===== src/hdl/msrm_pkg.sv =====
package msrm_pkg;

  localparam int StreamCount = 7;
  localparam int RingDepth = 4096;
  localparam int SidxW = 3;
  localparam int AddrW = $clog2(RingDepth);
  localparam int PtrW = AddrW + 1;
  localparam int MemAddrW = SidxW + AddrW;
  localparam int CountW = 24;
  localparam logic [CountW-1:0] CountMax = '1;
  localparam int QueueDepth = 2;

  typedef enum logic [2:0] {
    ACT_OPEN  = 3'd0,
    ACT_CLOSE = 3'd1,
    ACT_WRITE = 3'd2,
    ACT_SHOT  = 3'd3,
    ACT_RAW   = 3'd4,
    ACT_TICK  = 3'd5,
    ACT_NOP6  = 3'd6,
    ACT_NOP7  = 3'd7
  } action_t;

  typedef enum logic [1:0] {
    ST_OK       = 2'd0,
    ST_FULL     = 2'd1,
    ST_INACTIVE = 2'd2,
    ST_BAD_IDX  = 2'd3
  } status_t;

  typedef enum logic [2:0] {
    REG_MASTER = 3'd0,
    REG_MEDIA  = 3'd1,
    REG_VOICE  = 3'd2,
    REG_SYSTEM = 3'd3,
    REG_ALARM  = 3'd4,
    REG_NOTIFY = 3'd5,
    REG_RING   = 3'd6,
    REG_BT     = 3'd7
  } reg_t;

  typedef enum logic [2:0] {
    BK_IDLE,
    BK_SCALE,
    BK_TICK_RD,
    BK_TICK_ACC,
    BK_MASTER,
    BK_DONE
  } bk_state_t;

  typedef struct packed {
    logic [2:0]  action;
    logic [2:0]  stream_index;
    logic signed [15:0] sample_value;
    logic [23:0] one_shot_length;
  } in_item_t;

  typedef struct packed {
    logic        result_kind;
    logic [1:0]  status;
    logic signed [15:0] left_sample;
    logic signed [15:0] right_sample;
  } out_item_t;

  // Classified command handed from the front to the back.
  typedef struct packed {
    action_t     action;
    logic        bad_index;
    logic [SidxW-1:0] sidx;
    logic signed [15:0] sample;
    logic [CountW-1:0] len;
    logic [7:0]  gain;
  } cmd_t;

  // Clamp a wide signed value to 16 bits.
  function automatic logic signed [15:0] clamp16(input logic signed [31:0] v);
    logic signed [15:0] r;
    if (v > 32'sd32767) r = 16'sh7fff;
    else if (v < -32'sd32768) r = 16'sh8000;
    else r = v[15:0];
    return r;
  endfunction

endpackage


===== src/hdl/msrm_front.sv =====
// Front end: takes input transactions, looks up gains and queues commands.
module msrm_front (
  input  logic clk,
  input  logic rst,
  input  logic psel,
  input  logic penable,
  input  logic pwrite,
  input  logic [4:0] paddr,
  input  logic [31:0] pwdata,
  output logic [31:0] prdata,
  input  msrm_pkg::in_item_t in_item,
  input  logic push,
  output logic full,
  output msrm_pkg::cmd_t cmd,
  output logic cmd_valid,
  input  logic cmd_take,
  output logic [7:0] master_gain
);

  logic [7:0] vol [8];
  msrm_pkg::cmd_t q [msrm_pkg::QueueDepth];
  logic qwp, qrp;
  logic [1:0] qcnt;
  logic [2:0] reg_idx;
  msrm_pkg::cmd_t c;

  assign reg_idx = paddr[4:2];
  assign prdata = {24'd0, vol[reg_idx]};
  assign master_gain = vol[msrm_pkg::REG_MASTER];

  // Volume registers.
  always_ff @(posedge clk) begin
    if (rst) begin
      for (int i = 0; i < 8; i++) vol[i] <= 8'd255;
    end else if (psel && penable && pwrite) begin
      vol[reg_idx] <= pwdata[7:0];
    end
  end

  // Classify the item.
  always_comb begin
    c.action = msrm_pkg::action_t'(in_item.action);
    c.sidx = in_item.stream_index;
    c.bad_index = in_item.stream_index >= 3'(msrm_pkg::StreamCount);
    c.sample = in_item.sample_value;
    c.len = in_item.one_shot_length;
    c.gain = (in_item.stream_index == 3'd7) ? 8'd255 : vol[in_item.stream_index + 3'd1];
  end

  assign full = qcnt == 2'(msrm_pkg::QueueDepth);
  assign cmd_valid = qcnt != 2'd0;
  assign cmd = q[qrp];

  // Two-entry command queue.
  always_ff @(posedge clk) begin
    if (push && !full) q[qwp] <= c;
    if (rst) begin
      qwp <= 1'b0;
      qrp <= 1'b0;
      qcnt <= 2'd0;
    end else begin
      if (push && !full) qwp <= ~qwp;
      if (cmd_take && cmd_valid) qrp <= ~qrp;
      qcnt <= qcnt + 2'(push && !full) - 2'(cmd_take && cmd_valid);
    end
  end

endmodule


===== config.mk =====
export PLATFORM = sky130hd
export DESIGN_NAME = msrm_front
export DESIGN_NICKNAME = d
export VERILOG_FILES = /design/src/hdl/msrm_pkg.sv /design/src/hdl/msrm_front.sv
export SDC_FILE = /design/constraint.sdc
export NUM_CORES = 1
export LEC_CHECK = 0
export BUFFER_PORTS_ARGS = -buffer_cell sky130_fd_sc_hd__buf_2
export CORE_UTILIZATION = 45
export DETAILED_ROUTE_END_ITERATION = 10
export PLACE_DENSITY_LB_ADDON = 0.05
export SETUP_SLACK_MARGIN = 0.3
export SKIP_CTS_REPAIR_TIMING = 1
export SYNTH_ARGS = -nofsm -noshare
export SYNTH_HDL_FRONTEND = slang
export SYNTH_SLANG_ARGS = --single-unit

===== constraint.sdc =====
create_clock -name clk -period 2.6 [get_ports clk]
set_clock_uncertainty 0.2 [all_clocks]
set_input_delay 0 -clock clk [delete_from_list [all_inputs] [get_ports clk]]
set_output_delay 0 -clock clk [all_outputs]
set_load 0.005 [all_outputs]

==> run metrics <==
status=finished clean; Leakage Power=3.86 nW; GR Layer Usage met2=31.5%; share of layout cells above drive strength 1=34.4%; post-synth top area share=64.5%; Seq/Total Area, Yosys=65.8%; Req. time, crit path=2.57 ns; leading cell type in the layout, fill and taps excluded=edfxtp_1; # diodes=0; Gate Count Post-Synth=521; commonest cells after routing, fill and taps aside=edfxtp_1, buf_2, dlygate4sd3_1; Vias per Instance=5.23; total grt overflow=0; Core Box Area=0.0174 mm^2; initial core utilization=46.5%; ys async rst share=0%; worst hold path type=input pin to flop; drt pass-1 iters=5; number of global-route vias before repair=4,672; crit path capture type=flop; HPWL after DPL=12,100 um; Fill cells=1,416; final instance area=0.0102 mm^2; Post-DP Area=0.00902 mm^2; GRT Overall Usage=19.2%; drt total wl=17,600 um; Peak VDD IR=0.000460 V; routed len/inst=18.4 um; FP Rows=48; clock sink total=179; CTS Buffer Depth=2; max-slew violations=0; top post-synthesis cells by area=edfxtp_1, mux2_2, mux2i_1, nand2b_1, or2_1; clock-pin slew on the worst setup and hold paths=0.06 ns; RSZ-0062 raised after global routing=no; Antenna Nets Post-Route=0; Slew headroom=49.4%; setup tns final=0 ns; vias post-DR=5,025; Post-synth EDFFs=174; die height=136 um; post-layout util=58.6%; initial DRC count=316; clk_lat worst skew=0.42 ns; dominant synthesized flop cell=edfxtp_1; area delta synth->final=26.0%; Die W=136 um; Max Fanout on Critical Path=32; Ys Warns=0; Hold Vio Cnt, Final=0; Num CTS Buffers=17; Nets=818; CP Class=input pin to flop; full die area=0.0185 mm^2; Yosys top cell by area=edfxtp_1; largest net degree at the start of global routing=56; Final Cycle Share=85.8%; GR peak layer=met2; Max-Cap Viols=0; DRC=0; critical path arrival=2.20 ns; Final Setup Violations=0; library cells used by synthesis=56; IO buf count=136; met3 usage=4.03%; TritonCTS clock tree=yes; H-tree depth=4; crit path launch type=input pin; I/O pins=187; Yosys reg bits=179; initial antenna violation count=0; maximum clock frequency=0.448 GHz; Root Buffer=clkbuf_16; total power=8.04 mW; M1 GR Usage=25.0%; Post-Synthesis Cell Area=0.00810 mm^2; Pwr per Cell Area=788 mW/mm^2; Syn Area/Cell=15.5 um^2; Placer Congestion=0.840; first-pass GRT wire length=26,100 um; min Tclk post-route=2.23 ns; Slew @ Worst Pin=0.758 ns
## routing by layer
layer	routed length [um]	part of all wire (%)
met2	8600	49
met5	0	0
met3	1030	5.8
met4	269	1.5
met1	7750	44
## synth_stat cells (5+ instances only)
cell	count
nand2_1	6
a21o_1	8
buf_4	29
nor2_1	7
buf_2	12
nand2b_1	40
mux2_2	56
edfxtp_1	174
a22oi_1	17
mux2i_1	42
dfxtp_1	5
inv_1	5
nor2b_1	5
or2_1	35
## flip-flops by register name (all words and copies together) (netlist names), named ones only
register and flops:
qcnt 2, q 110, qwp 1, qrp 1
vol 64
## cell type report
class	instances	area [um^2]	area share (%)
timing repair buffer	209	1430	14.1
tap	225	282	2.76
sequential	179	5330	52.2
multi-input combinational	310	2520	24.7
inverter	7	30.0	0.294
clock buffer	18	429	4.21
clock inverter	13	184	1.80
## cells by family after synthesis
family / share of synthesized area, %
flip-flops: 65.8
AND/OR/NAND/NOR: 10.3
multiplexers: 13.8
buffers and inverters: 4.26
AO/OA/AOI/OAI: 5.01
adder cells (fa/ha/maj): 0.618
XOR/XNOR: 0.216
other: 0.0463
## power by group
group	switching [mW]	total, mW	internal (mW)
sequential	0.130	3.70	3.57
combinational	0.823	1.70	0.874
clock	1.04	2.65	1.61
total	2.00	8.04	6.05
## path summary, 6_finish.rpt
kind                            from                 endpoint  slack (ns)  depth (start not counted)
setup / recovery         in_item[40]        q[1][1]$_DFFE_PP_        0.37                          8
setup reg to reg  qcnt[0]$_SDFF_PP0_       q[0][41]$_DFFE_PP_        0.64                          5
hold reg to reg     qwp$_SDFFE_PP0P_         qwp$_SDFFE_PP0P_        0.31                          2
hold / removal                pwrite  vol[0][1]$_SDFFCE_PN1P_        0.03                          5
## stage by stage
stage          std cells  setup slack, ns  hold slack (ns)
2_1_floorplan        544            0.512           -0.128
3_3_place_gp         873            0.581          -0.0112
3_5_place_dp         873            0.563         -0.00880
4_1_cts              904            0.612           -0.455
5_1_grt              961            0.310           0.0465
6_report             961            0.368           0.0337
## critical path, cell delays in order
cell	delay [ns]
dlygate4sd3_1	0.53
buf_2	0.17
ha_1	0.21
ha_1	0.31
buf_12	0.24
mux2i_1	0.34
a22oi_1	0.14
a21o_1	0.22
Power figures use the tool's default switching activity.
